==> config.mk <==
export PLATFORM = sky130hd
export DESIGN_NAME = matrix3x3_arith_unit_top
export DESIGN_NICKNAME = d
export VERILOG_FILES = /design/src/hw/rtl/m3au_pkg.sv /design/src/hw/rtl/m3au_store.sv /design/src/hw/rtl/m3au_mac.sv /design/src/hw/rtl/matrix3x3_arith_unit_top.sv
export VERILOG_INCLUDE_DIRS = /design/src /design/src/hw/rtl
export SDC_FILE = /design/constraint.sdc
export NUM_CORES = 2
export LEC_CHECK = 0
export BUFFER_PORTS_ARGS = -buffer_cell sky130_fd_sc_hd__buf_2
export CAP_MARGIN = 10
export CORE_AREA = 2 2 392 394
export DETAILED_ROUTE_END_ITERATION = 7
export DIE_AREA = 0 0 394 396
export GPL_ROUTABILITY_DRIVEN = 0
export PLACE_DENSITY = 0.81
export SLEW_MARGIN = 25
export SYNTH_ARGS = -nofsm -noshare
export SYNTH_HDL_FRONTEND = slang
export SYNTH_SLANG_ARGS = --single-unit
==> constraint.sdc <==
create_clock -name i_clk -period 13.37 [get_ports i_clk]
set_input_delay 1.337 -clock i_clk [delete_from_list [all_inputs] [get_ports i_clk]]
set_output_delay 1.337 -clock i_clk [all_outputs]
set_load 0.03 [all_outputs]
==> src/hw/rtl/matrix3x3_arith_unit_top_defines.svh <==
// assertion macros for the matrix unit rtl
`ifndef MATRIX3X3_ARITH_UNIT_TOP_DEFINES_SVH
`define MATRIX3X3_ARITH_UNIT_TOP_DEFINES_SVH

// same-cycle implication, clocked on i_clk, off during reset
`define M3AU_ASSERT_IMP(label, ante, cons) \
    label: assert property (@(posedge i_clk) disable iff (!i_rst_n) (ante) |-> (cons)) \
        else $error("m3au check failed");

// next-cycle implication, clocked on i_clk, off during reset
`define M3AU_ASSERT_NXT(label, ante, cons) \
    label: assert property (@(posedge i_clk) disable iff (!i_rst_n) (ante) |=> (cons)) \
        else $error("m3au check failed");

`endif

==> src/hw/rtl/m3au_pkg.sv <==
`default_nettype none

package m3au_pkg;

    localparam int ELEM_W   = 32;
    localparam int IDX_W    = 2;
    localparam int ADDR_W   = 4;
    localparam int DIM      = 3;
    localparam int NUM_ELEM = 9;
    localparam int PROD_W   = 2 * ELEM_W;
    // three full products summed, with headroom
    localparam int ACC_W    = PROD_W + 2;

    typedef logic [IDX_W-1:0]  t_idx;
    typedef logic [ADDR_W-1:0] t_addr;

    typedef enum logic [2:0] {
        FN_LOAD_A,
        FN_LOAD_B,
        FN_LOAD_V,
        FN_ADD,
        FN_SUB,
        FN_MATMUL,
        FN_MATVEC,
        FN_SCALE
    } t_func;

    typedef struct packed {
        t_func                    func;
        t_idx                     row_index;
        t_idx                     col_index;
        logic signed [ELEM_W-1:0] operand_value;
    } t_in_req;

    typedef struct packed {
        t_idx                     out_row;
        t_idx                     out_col;
        logic signed [ELEM_W-1:0] out_value;
        logic                     overflow;
        logic                     last_flag;
    } t_out_res;

    // operand selection for one term of one element
    typedef struct packed {
        t_func func;
        t_idx  row;
        t_idx  col;
        t_idx  term;
    } t_sel;

    // control of the shared multiply-accumulate unit
    typedef struct packed {
        logic issue;
        logic first;
        logic shift_en;
    } t_mac_ctl;

    function automatic t_addr elem_addr(t_idx r, t_idx c);
        return ADDR_W'(r) * ADDR_W'(DIM) + ADDR_W'(c);
    endfunction

endpackage

`default_nettype wire

==> src/hw/rtl/m3au_store.sv <==
`default_nettype none

module m3au_store (
    input  wire logic                             i_clk,
    input  wire logic                             i_rst_n,
    input  wire logic                             i_wr_en,
    input  wire m3au_pkg::t_in_req                i_wr_req,
    input  wire m3au_pkg::t_sel                   i_sel,
    input  wire logic signed [m3au_pkg::ELEM_W-1:0] i_scalar,
    output logic signed [m3au_pkg::ELEM_W-1:0]   o_op_x,
    output logic signed [m3au_pkg::ELEM_W-1:0]   o_op_y
);
    import m3au_pkg::*;

    localparam logic signed [ELEM_W-1:0] ONE       = ELEM_W'(1);
    localparam logic signed [ELEM_W-1:0] MINUS_ONE = -ELEM_W'(1);

    logic signed [ELEM_W-1:0] r_mat_a [NUM_ELEM];
    logic signed [ELEM_W-1:0] r_mat_b [NUM_ELEM];
    logic signed [ELEM_W-1:0] r_vec   [DIM];

    t_addr w_wr_addr;
    logic  w_wr_row_ok;
    logic  w_wr_col_ok;
    t_addr w_a_addr;
    t_addr w_b_addr;
    logic signed [ELEM_W-1:0] w_a;
    logic signed [ELEM_W-1:0] w_b;

    assign w_wr_addr   = elem_addr(i_wr_req.row_index, i_wr_req.col_index);
    assign w_wr_row_ok = (i_wr_req.row_index < IDX_W'(DIM));
    assign w_wr_col_ok = (i_wr_req.col_index < IDX_W'(DIM));

    always_ff @(posedge i_clk) begin
        if (!i_rst_n) begin
            for (int i = 0; i < NUM_ELEM; i++) begin
                r_mat_a[i] <= '0;
                r_mat_b[i] <= '0;
            end
            for (int i = 0; i < DIM; i++) begin
                r_vec[i] <= '0;
            end
        end else if (i_wr_en) begin
            case (i_wr_req.func)
                FN_LOAD_A: begin
                    if (w_wr_row_ok && w_wr_col_ok) begin
                        r_mat_a[w_wr_addr] <= i_wr_req.operand_value;
                    end
                end
                FN_LOAD_B: begin
                    if (w_wr_row_ok && w_wr_col_ok) begin
                        r_mat_b[w_wr_addr] <= i_wr_req.operand_value;
                    end
                end
                FN_LOAD_V: begin
                    if (w_wr_row_ok) begin
                        r_vec[i_wr_req.row_index] <= i_wr_req.operand_value;
                    end
                end
                default: begin
                end
            endcase
        end
    end

    // products walk along a row of a; matmul walks down a column of b
    assign w_a_addr = (i_sel.func inside {FN_MATMUL, FN_MATVEC}) ?
                      elem_addr(i_sel.row, i_sel.term) : elem_addr(i_sel.row, i_sel.col);
    assign w_b_addr = (i_sel.func == FN_MATMUL) ?
                      elem_addr(i_sel.term, i_sel.col) : elem_addr(i_sel.row, i_sel.col);
    assign w_a = r_mat_a[w_a_addr];
    assign w_b = r_mat_b[w_b_addr];

    always_comb begin
        o_op_x = '0;
        o_op_y = '0;
        case (i_sel.func)
            FN_ADD, FN_SUB: begin
                // a*1 then b*(+/-1), third term empty
                if (i_sel.term == 2'd0) begin
                    o_op_x = w_a;
                    o_op_y = ONE;
                end else if (i_sel.term == 2'd1) begin
                    o_op_x = w_b;
                    o_op_y = (i_sel.func == FN_SUB) ? MINUS_ONE : ONE;
                end
            end
            FN_MATMUL: begin
                o_op_x = w_a;
                o_op_y = w_b;
            end
            FN_MATVEC: begin
                o_op_x = w_a;
                o_op_y = r_vec[i_sel.term];
            end
            FN_SCALE: begin
                if (i_sel.term == 2'd0) begin
                    o_op_x = w_a;
                    o_op_y = i_scalar;
                end
            end
            default: begin
            end
        endcase
    end

endmodule

`default_nettype wire

==> src/hw/rtl/m3au_mac.sv <==
`default_nettype none

module m3au_mac #(
    parameter int DATA_WIDTH = 32,
    parameter int FRAC_BITS  = 16
) (
    input  wire logic                               i_clk,
    input  wire logic                               i_rst_n,
    input  wire m3au_pkg::t_mac_ctl                 i_ctl,
    input  wire logic signed [m3au_pkg::ELEM_W-1:0] i_op_x,
    input  wire logic signed [m3au_pkg::ELEM_W-1:0] i_op_y,
    output logic signed [m3au_pkg::ELEM_W-1:0]     o_value,
    output logic                                    o_overflow
);
    import m3au_pkg::*;

    localparam int HEAD_W = ACC_W - DATA_WIDTH + 1;
    localparam logic signed [ACC_W-1:0] SAT_MAX =
        (ACC_W'(1) << (DATA_WIDTH - 1)) - ACC_W'(1);
    localparam logic signed [ACC_W-1:0] SAT_MIN = ~SAT_MAX;

    logic signed [PROD_W-1:0] w_prod;
    logic signed [PROD_W-1:0] r_prod;
    logic                     r_pv;
    logic                     r_pfirst;
    logic signed [ACC_W-1:0]  r_acc;
    logic signed [ACC_W-1:0]  w_shifted;
    logic [HEAD_W-1:0]        w_head;
    logic                     w_in_range;

    assign w_prod = i_op_x * i_op_y;

    always_ff @(posedge i_clk) begin
        r_prod   <= w_prod;
        r_pfirst <= i_ctl.first;
        if (!i_rst_n) begin
            r_pv <= 1'b0;
        end else begin
            r_pv <= i_ctl.issue;
        end
    end

    always_ff @(posedge i_clk) begin
        if (r_pv) begin
            r_acc <= r_pfirst ? ACC_W'(r_prod) : r_acc + ACC_W'(r_prod);
        end
    end

    // arithmetic shift, then clamp to the signed data range
    assign w_shifted  = i_ctl.shift_en ? (r_acc >>> FRAC_BITS) : r_acc;
    assign w_head     = w_shifted[ACC_W-1:DATA_WIDTH-1];
    assign w_in_range = (&w_head) || !(|w_head);

    always_comb begin
        o_overflow = !w_in_range;
        if (w_in_range) begin
            o_value = w_shifted[ELEM_W-1:0];
        end else if (w_shifted[ACC_W-1]) begin
            o_value = SAT_MIN[ELEM_W-1:0];
        end else begin
            o_value = SAT_MAX[ELEM_W-1:0];
        end
    end

endmodule

`default_nettype wire

==> src/hw/rtl/matrix3x3_arith_unit_top.sv <==
`default_nettype none

// 3x3 fixed-point matrix unit. A request either loads one element of matrix A,
// matrix B or the 3-element vector (no result), or starts an operation: A+B,
// A-B, A*B, A*vector, or A times the scalar carried in operand_value. Results
// come out in row-major order, one result per element, with last_flag on the
// final one; matvec gives three results with column 0. Every element is a sum
// of three terms pushed through one shared 32x32 multiplier and a wide
// accumulator: three multiply issues (S_RUN), one drain state (S_SUM) in which
// the last product lands in the accumulator, and one emit state (S_EMIT) that
// shifts, saturates and loads the output register, and that waits there
// while the output is stalled.
// The input stalls for the whole of an operation. Multiply results are shifted
// right arithmetically by FRAC_BITS before saturation to DATA_WIDTH signed bits;
// add and subtract are not shifted. overflow marks a saturated element.
module matrix3x3_arith_unit_top #(
    parameter int DATA_WIDTH = 32,
    parameter int FRAC_BITS  = 16
) (
    input  wire logic               i_clk,
    input  wire logic               i_rst_n,
    input  wire logic               i_in_valid,
    output logic                    o_in_stall,
    input  wire m3au_pkg::t_in_req  i_in_req,
    output logic                    o_out_valid,
    input  wire logic               i_out_stall,
    output m3au_pkg::t_out_res      o_out_res
);
    import m3au_pkg::*;

    typedef enum logic [1:0] {
        S_IDLE,
        S_RUN,
        S_SUM,
        S_EMIT
    } t_state;

    t_state   r_state, n_state;
    t_func    r_func, n_func;
    logic signed [ELEM_W-1:0] r_scalar, n_scalar;
    t_idx     r_row, n_row;
    t_idx     r_col, n_col;
    t_idx     r_term, n_term;
    logic     r_out_valid, n_out_valid;
    t_out_res r_out, n_out;

    logic     w_accept;
    logic     w_is_op;
    logic     w_out_free;
    logic     w_elem_last;
    t_sel     w_sel;
    t_mac_ctl w_mac_ctl;
    logic signed [ELEM_W-1:0] w_op_x;
    logic signed [ELEM_W-1:0] w_op_y;
    logic signed [ELEM_W-1:0] w_mac_value;
    logic     w_mac_ovf;

    // only idle takes requests; loads finish in the accepting cycle
    assign o_in_stall = (r_state != S_IDLE);
    assign w_accept   = i_in_valid && !o_in_stall;
    assign w_is_op    = !(i_in_req.func inside {FN_LOAD_A, FN_LOAD_B, FN_LOAD_V});

    // output register frees up in the same cycle its request is taken
    assign w_out_free  = !r_out_valid || !i_out_stall;
    assign w_elem_last = (r_row == 2'd2) && ((r_func == FN_MATVEC) || (r_col == 2'd2));

    assign w_sel = '{func: r_func, row: r_row, col: r_col, term: r_term};

    // add and subtract bypass the fraction shift
    assign w_mac_ctl = '{
        issue:    (r_state == S_RUN),
        first:    (r_term == 2'd0),
        shift_en: !(r_func inside {FN_ADD, FN_SUB})
    };

    m3au_store u_store (
        .i_clk    (i_clk),
        .i_rst_n  (i_rst_n),
        .i_wr_en  (w_accept),
        .i_wr_req (i_in_req),
        .i_sel    (w_sel),
        .i_scalar (r_scalar),
        .o_op_x   (w_op_x),
        .o_op_y   (w_op_y)
    );

    m3au_mac #(
        .DATA_WIDTH (DATA_WIDTH),
        .FRAC_BITS  (FRAC_BITS)
    ) u_mac (
        .i_clk      (i_clk),
        .i_rst_n    (i_rst_n),
        .i_ctl      (w_mac_ctl),
        .i_op_x     (w_op_x),
        .i_op_y     (w_op_y),
        .o_value    (w_mac_value),
        .o_overflow (w_mac_ovf)
    );

    // sequencer: row, column and term counters walk the result elements
    always_comb begin
        n_state     = r_state;
        n_func      = r_func;
        n_scalar    = r_scalar;
        n_row       = r_row;
        n_col       = r_col;
        n_term      = r_term;
        n_out_valid = r_out_valid && i_out_stall;
        n_out       = r_out;
        case (r_state)
            S_IDLE: begin
                if (w_accept && w_is_op) begin
                    n_func   = i_in_req.func;
                    n_scalar = i_in_req.operand_value;
                    n_row    = '0;
                    n_col    = '0;
                    n_term   = '0;
                    n_state  = S_RUN;
                end
            end
            S_RUN: begin
                // one term issued to the multiplier per cycle
                if (r_term == 2'd2) begin
                    n_term  = '0;
                    n_state = S_SUM;
                end else begin
                    n_term = r_term + 2'd1;
                end
            end
            S_SUM: begin
                // last product lands in the accumulator
                n_state = S_EMIT;
            end
            S_EMIT: begin
                if (w_out_free) begin
                    n_out_valid = 1'b1;
                    n_out = '{
                        out_row:   r_row,
                        out_col:   r_col,
                        out_value: w_mac_value,
                        overflow:  w_mac_ovf,
                        last_flag: w_elem_last
                    };
                    if (w_elem_last) begin
                        n_state = S_IDLE;
                    end else begin
                        n_state = S_RUN;
                        if ((r_func == FN_MATVEC) || (r_col == 2'd2)) begin
                            n_row = r_row + 2'd1;
                            n_col = '0;
                        end else begin
                            n_col = r_col + 2'd1;
                        end
                    end
                end
            end
            default: begin
                n_state = S_IDLE;
            end
        endcase
    end

    always_ff @(posedge i_clk) begin
        r_func   <= n_func;
        r_scalar <= n_scalar;
        r_out    <= n_out;
        if (!i_rst_n) begin
            r_state     <= S_IDLE;
            r_row       <= '0;
            r_col       <= '0;
            r_term      <= '0;
            r_out_valid <= 1'b0;
        end else begin
            r_state     <= n_state;
            r_row       <= n_row;
            r_col       <= n_col;
            r_term      <= n_term;
            r_out_valid <= n_out_valid;
        end
    end

    assign o_out_valid = r_out_valid;
    assign o_out_res   = r_out;

`include "matrix3x3_arith_unit_top_defines.svh"

    // an operation always starts at the first element, first term
    `M3AU_ASSERT_NXT(a_op_start, w_accept && w_is_op, r_state == S_RUN && r_row == 2'd0 && r_col == 2'd0 && r_term == 2'd0)

    // terms are issued back to back in order
    `M3AU_ASSERT_NXT(a_term_seq, r_state == S_RUN && r_term != 2'd2, r_state == S_RUN && r_term == $past(r_term) + 2'd1)

    // a blocked output holds the finished element back
    `M3AU_ASSERT_NXT(a_emit_hold, r_state == S_EMIT && r_out_valid && i_out_stall, r_state == S_EMIT)

    // the final element always sits in the last row
    `M3AU_ASSERT_IMP(a_last_row, r_out_valid && r_out.last_flag, r_out.out_row == 2'd2)

endmodule

`default_nettype wire

==> results.md <==
- The number of buffers inserted to repair setup after CTS is 0.
- The buffer levels on the longest clock path is 3.
- The critical path is of the reg2reg type.
- The switching share of power is 49.32%.
- The number of warnings issued by yosys is 0.
- After global routing the overflow that remains totals 0.
- The tool flagged a number of max-cap violations equal to 0.
- The wire length of the first global-routing pass is 444300 um.
- Of all nets on the critical path, the largest fanout is 59.
- The post-detailed-routing wire length is 298300 um.
- Gates resized during post-CTS repair numbered 0.
- The run finished, with violations left.
- The final period utilization is 98.35%.
- TritonCTS built the clock tree.
- The slowest stage of the critical path is the a21oi_1 cell.
- Yosys mapped a number of flops with a built-in enable equal to 1291.
- The min-delay analysis places its worst path in the category reg2reg.
- Yosys attributes the largest share of cell area to edfxtp_1, fa_1, inv_1, and2_1, mux4_2.
- Summing the sequential cell areas from Yosys gives 41.02% of the chip area.
- The final-layout fill cell count is 9892.
- The core region is 151500 um2.
- The largest single stage delay on the critical path is 0.81 ns.
- The first routing iteration left 9844 violations.
- The shortest period the worst path allows is 13.15 ns.
- The number of iterations in the first detailed-routing pass is 8.
- The cell count after synthesis came out at 8359.
- The DRC violation count after routing is 20.
- The dominant cell type by count on the critical path is fa_1.
- The floorplan step set the die width to 394 um.
- The final reports fail on DRC.
- For this configuration, the core starts out at a cell density of 64.84%.
- The required time of the critical path is 14.11 ns.
- The synthesized design spends more area on one cell type than any other, namely edfxtp_1.
- The worst slew margin relative to its limit is 22.55%.
- The die is 396 um tall.
- The via count is 68490.
- The cell type group with the largest total delay on the critical path is adder cells.
- The setup violation total in the final timing report is 0.
- The total count of hold-check failures in the final report is 0.
- The commonest register cell after synthesis is edfxtp_1.
- Data arrives at the worst endpoint at 13.89 ns.
- The worst setup path is launched from a flop.
- Timing would allow up to 76.05 MHz.
- The worst slack after detailed placement is 0.7935 ns.
- In this run the tool buffered the top-level ports with 82 buffer cells.
- The master cell of the clock root buffer is clkbuf_16.
- Together, buffers and inverters on the worst path number 7.
- The internal cell power is 0.01453 W.
- Dividing the synthesized area by the synthesized cell count gives 11.76 um2.
- The kind of end point of the critical path is a flop.
- The number of placement rows is 143.
- The layout cell share with drive strength beyond 1 is 9.969%.
- Entering global routing, the biggest net connects 113 pins.
- After detailed routing, the average wire length per cell comes to 28.54 um.
- TritonCTS created 142 clock buffers.
- The final net count is 9708.
- For the pin with the worst max-slew slack, the measured transition is 1.155 ns.
- The final worst clock skew is 0.05309 ns.
- The power dissipated by switching net loads is 0.01414 W.
- Per report_power, the sequential group accounts for 18.8% of the total.
- The global-route usage over all layers is 38.83%.
- For this design, the sink count on the clock tree is 1368.
- The cts-stage hold buffer count is 0.
- The most common cell after layout, fill and taps aside is edfxtp_1.
- Summing every instance area after synthesis gives 98260 um2.
- The combinational share of power is 67.6%.
- The area fraction of the dominant cell type after synthesis is 39.45%.
- Setup repair after global routing left no endpoint under its margin.
- The die covers 156000 um2.
- In this run the power density over the cells is 270.0 nW/um2.
- The register bit total from synthesis is 1368.
- The placed wire-length estimate after detailed placement is 200800 um.
- The setup TNS after final layout is 0 ns.
- For this run, asynchronously set or reset flops after synthesis account for 0%.
- The post-CTS clock slew at the launch and capture registers of the worst setup and hold paths is 0.06 ns.
- The number of global-route vias before repair is 71460.
- The clock reaches the later pin of the worst-skew pair after 0.84 ns.
- After detailed routing, the number of vias per cell comes to 6.552.
- Leaving out fill and tap cells, the most frequent cells in the layout are edfxtp_1, fa_1, inv_1, nand2_1, and2_1.
- The number of distinct standard cells referenced by the synthesized netlist is 90.
- The initial antenna violation count is 19.
- 83 I/O pins were placed.
- The H-tree depth is 4.
- The worst vdd rail ir drop is 0.3909 mV.
- The number of pins with negative max-slew slack in the final report is 0.
- After layout, the worst setup slack is 0.2204 ns.
- In this run, the clock network consumes 13.6% of the power.
- The standby leakage power is 44.59 nW.
- In this run the remaining antenna-violating nets after routing total 0.
- The layout overhead on the synthesized area is 8.036%.
[worst reg2reg max path, delay by kind of cell (launching register included)]
kind | cells | cell delay, ns
DFF | 1 | 0.46
AOI/OAI and AO/OA | 11 | 4.10
xor gates and xnor gates | 1 | 0.16
and+or+nand+nor | 4 | 1.00
muxes | 1 | 0.76
adders and majority gates | 11 | 5.32
buffers and inverters | 7 | 1.29
[final cells by class]
class                   count  area [um2]  area share, %
multi-input cells        5386       52090          49.07
repair buffers            317        2521          2.375
flip-flops and latches   1368       40310          37.98
clock inverters            77       833.3         0.7850
well taps                2030        2540          2.393
diodes                      7       17.52        0.01650
clock buffers             180        3759          3.541
inverters                1088        4084          3.847
[power groups by stage]
stage | Combinational [W] | Clock (W) | Sequential (W)
6_report | 0.0194 | 0.00391 | 0.00538
5_1_grt | 0.0209 | 0.00409 | 0.00539
4_1_cts | 0.0186 | 0.00393 | 0.00537
3_5_place_dp | 0.0185 | 0 | 0.00545
3_3_place_gp | 0.0178 | 0 | 0.00544
2_1_floorplan | 0.0127 | 0 | 0.00534
[routing by layer]
layer	wire length [um]	vias to the layer above	track usage (%)	share of wire (%)
met4	28780	24	29.18	9.6
met3	41200	1639	14.91	14
li1	-	27800	-	-
met1	95950	33710	44.92	32
met5	248	-	0.7389	0.083
met2	132200	5311	58.88	44
[through the flow]
stage                     total power, W  utilization (%)  cell area, um2  cells  hold slack, ns
final                            0.02867            70.05          106200  10450          0.5378
after global routing             0.03037            70.04          106100  10450          0.5472
after CTS                        0.02792            69.98          106100  10440          0.5329
after detailed placement         0.02399            66.95          101500  10190          0.5250
after global placement           0.02328            66.83          101300  10180          0.5028
after floorplan                  0.01802                -           98380   8390          0.4849
[Yosys cell counts (21+ instances only)]
| library cell | n |
|---|---|
| a211o_1 | 23 |
| a211oi_1 | 201 |
| a21o_1 | 70 |
| a21oi_1 | 263 |
| a221o_1 | 23 |
| a22oi_1 | 28 |
| a31oi_1 | 63 |
| and2_1 | 619 |
| and3_1 | 113 |
| buf_2 | 121 |
| buf_4 | 36 |
| buf_6 | 27 |
| clkbuf_1 | 348 |
| dfxtp_1 | 77 |
| edfxtp_1 | 1291 |
| fa_1 | 1090 |
| ha_1 | 272 |
| inv_1 | 1084 |
| mux2_2 | 24 |
| mux2i_1 | 229 |
| mux4_2 | 160 |
| nand2_1 | 785 |
| nand2b_1 | 43 |
| nand3_1 | 35 |
| nand4_1 | 40 |
| nor2_1 | 517 |
| nor2b_1 | 175 |
| o211ai_1 | 32 |
| o21a_1 | 37 |
| o21ai_0 | 144 |
| o21bai_1 | 21 |
| xnor2_1 | 76 |
| xor2_1 | 46 |
[worst paths after layout]
check	start	endpoint	slack, ns	cells after the start
min reg2reg	r_row[1]	o_out_res[37]	0.54	0
max	r_term[1]	u_mac.r_prod[50]	0.22	35
min	r_row[1]	o_out_res[37]	0.54	0
max reg2reg	r_term[1]	u_mac.r_prod[50]	0.22	35
[registers in the layout, summed over array words and instances (netlist names), 3 cells and up, named ones only]
signal,count
u_store.r_vec,128
u_mac.r_acc,66
u_mac.r_prod,64
u_store.r_mat_a,512
r_func,3
u_store.r_mat_b,512
o_out_res,38
r_scalar,32
[logic make-up (layout without fill, tap and decap cells)]
family | after synthesis | in the layout | share of synthesized area (%)
and+or+nand+nor | 2408 | 2408 | 11.99
buffers and inverters | 1636 | 1662 | 6.760
DFF | 1368 | 1368 | 41.02
adders and majority gates | 1362 | 1362 | 25.67
AOI/OAI and AO/OA | 1045 | 1045 | 7.110
muxes | 416 | 416 | 6.335
xor gates and xnor gates | 123 | 123 | 1.104
other | 1 | 39 | 0.003816
(Power assumes the default switching activity.)
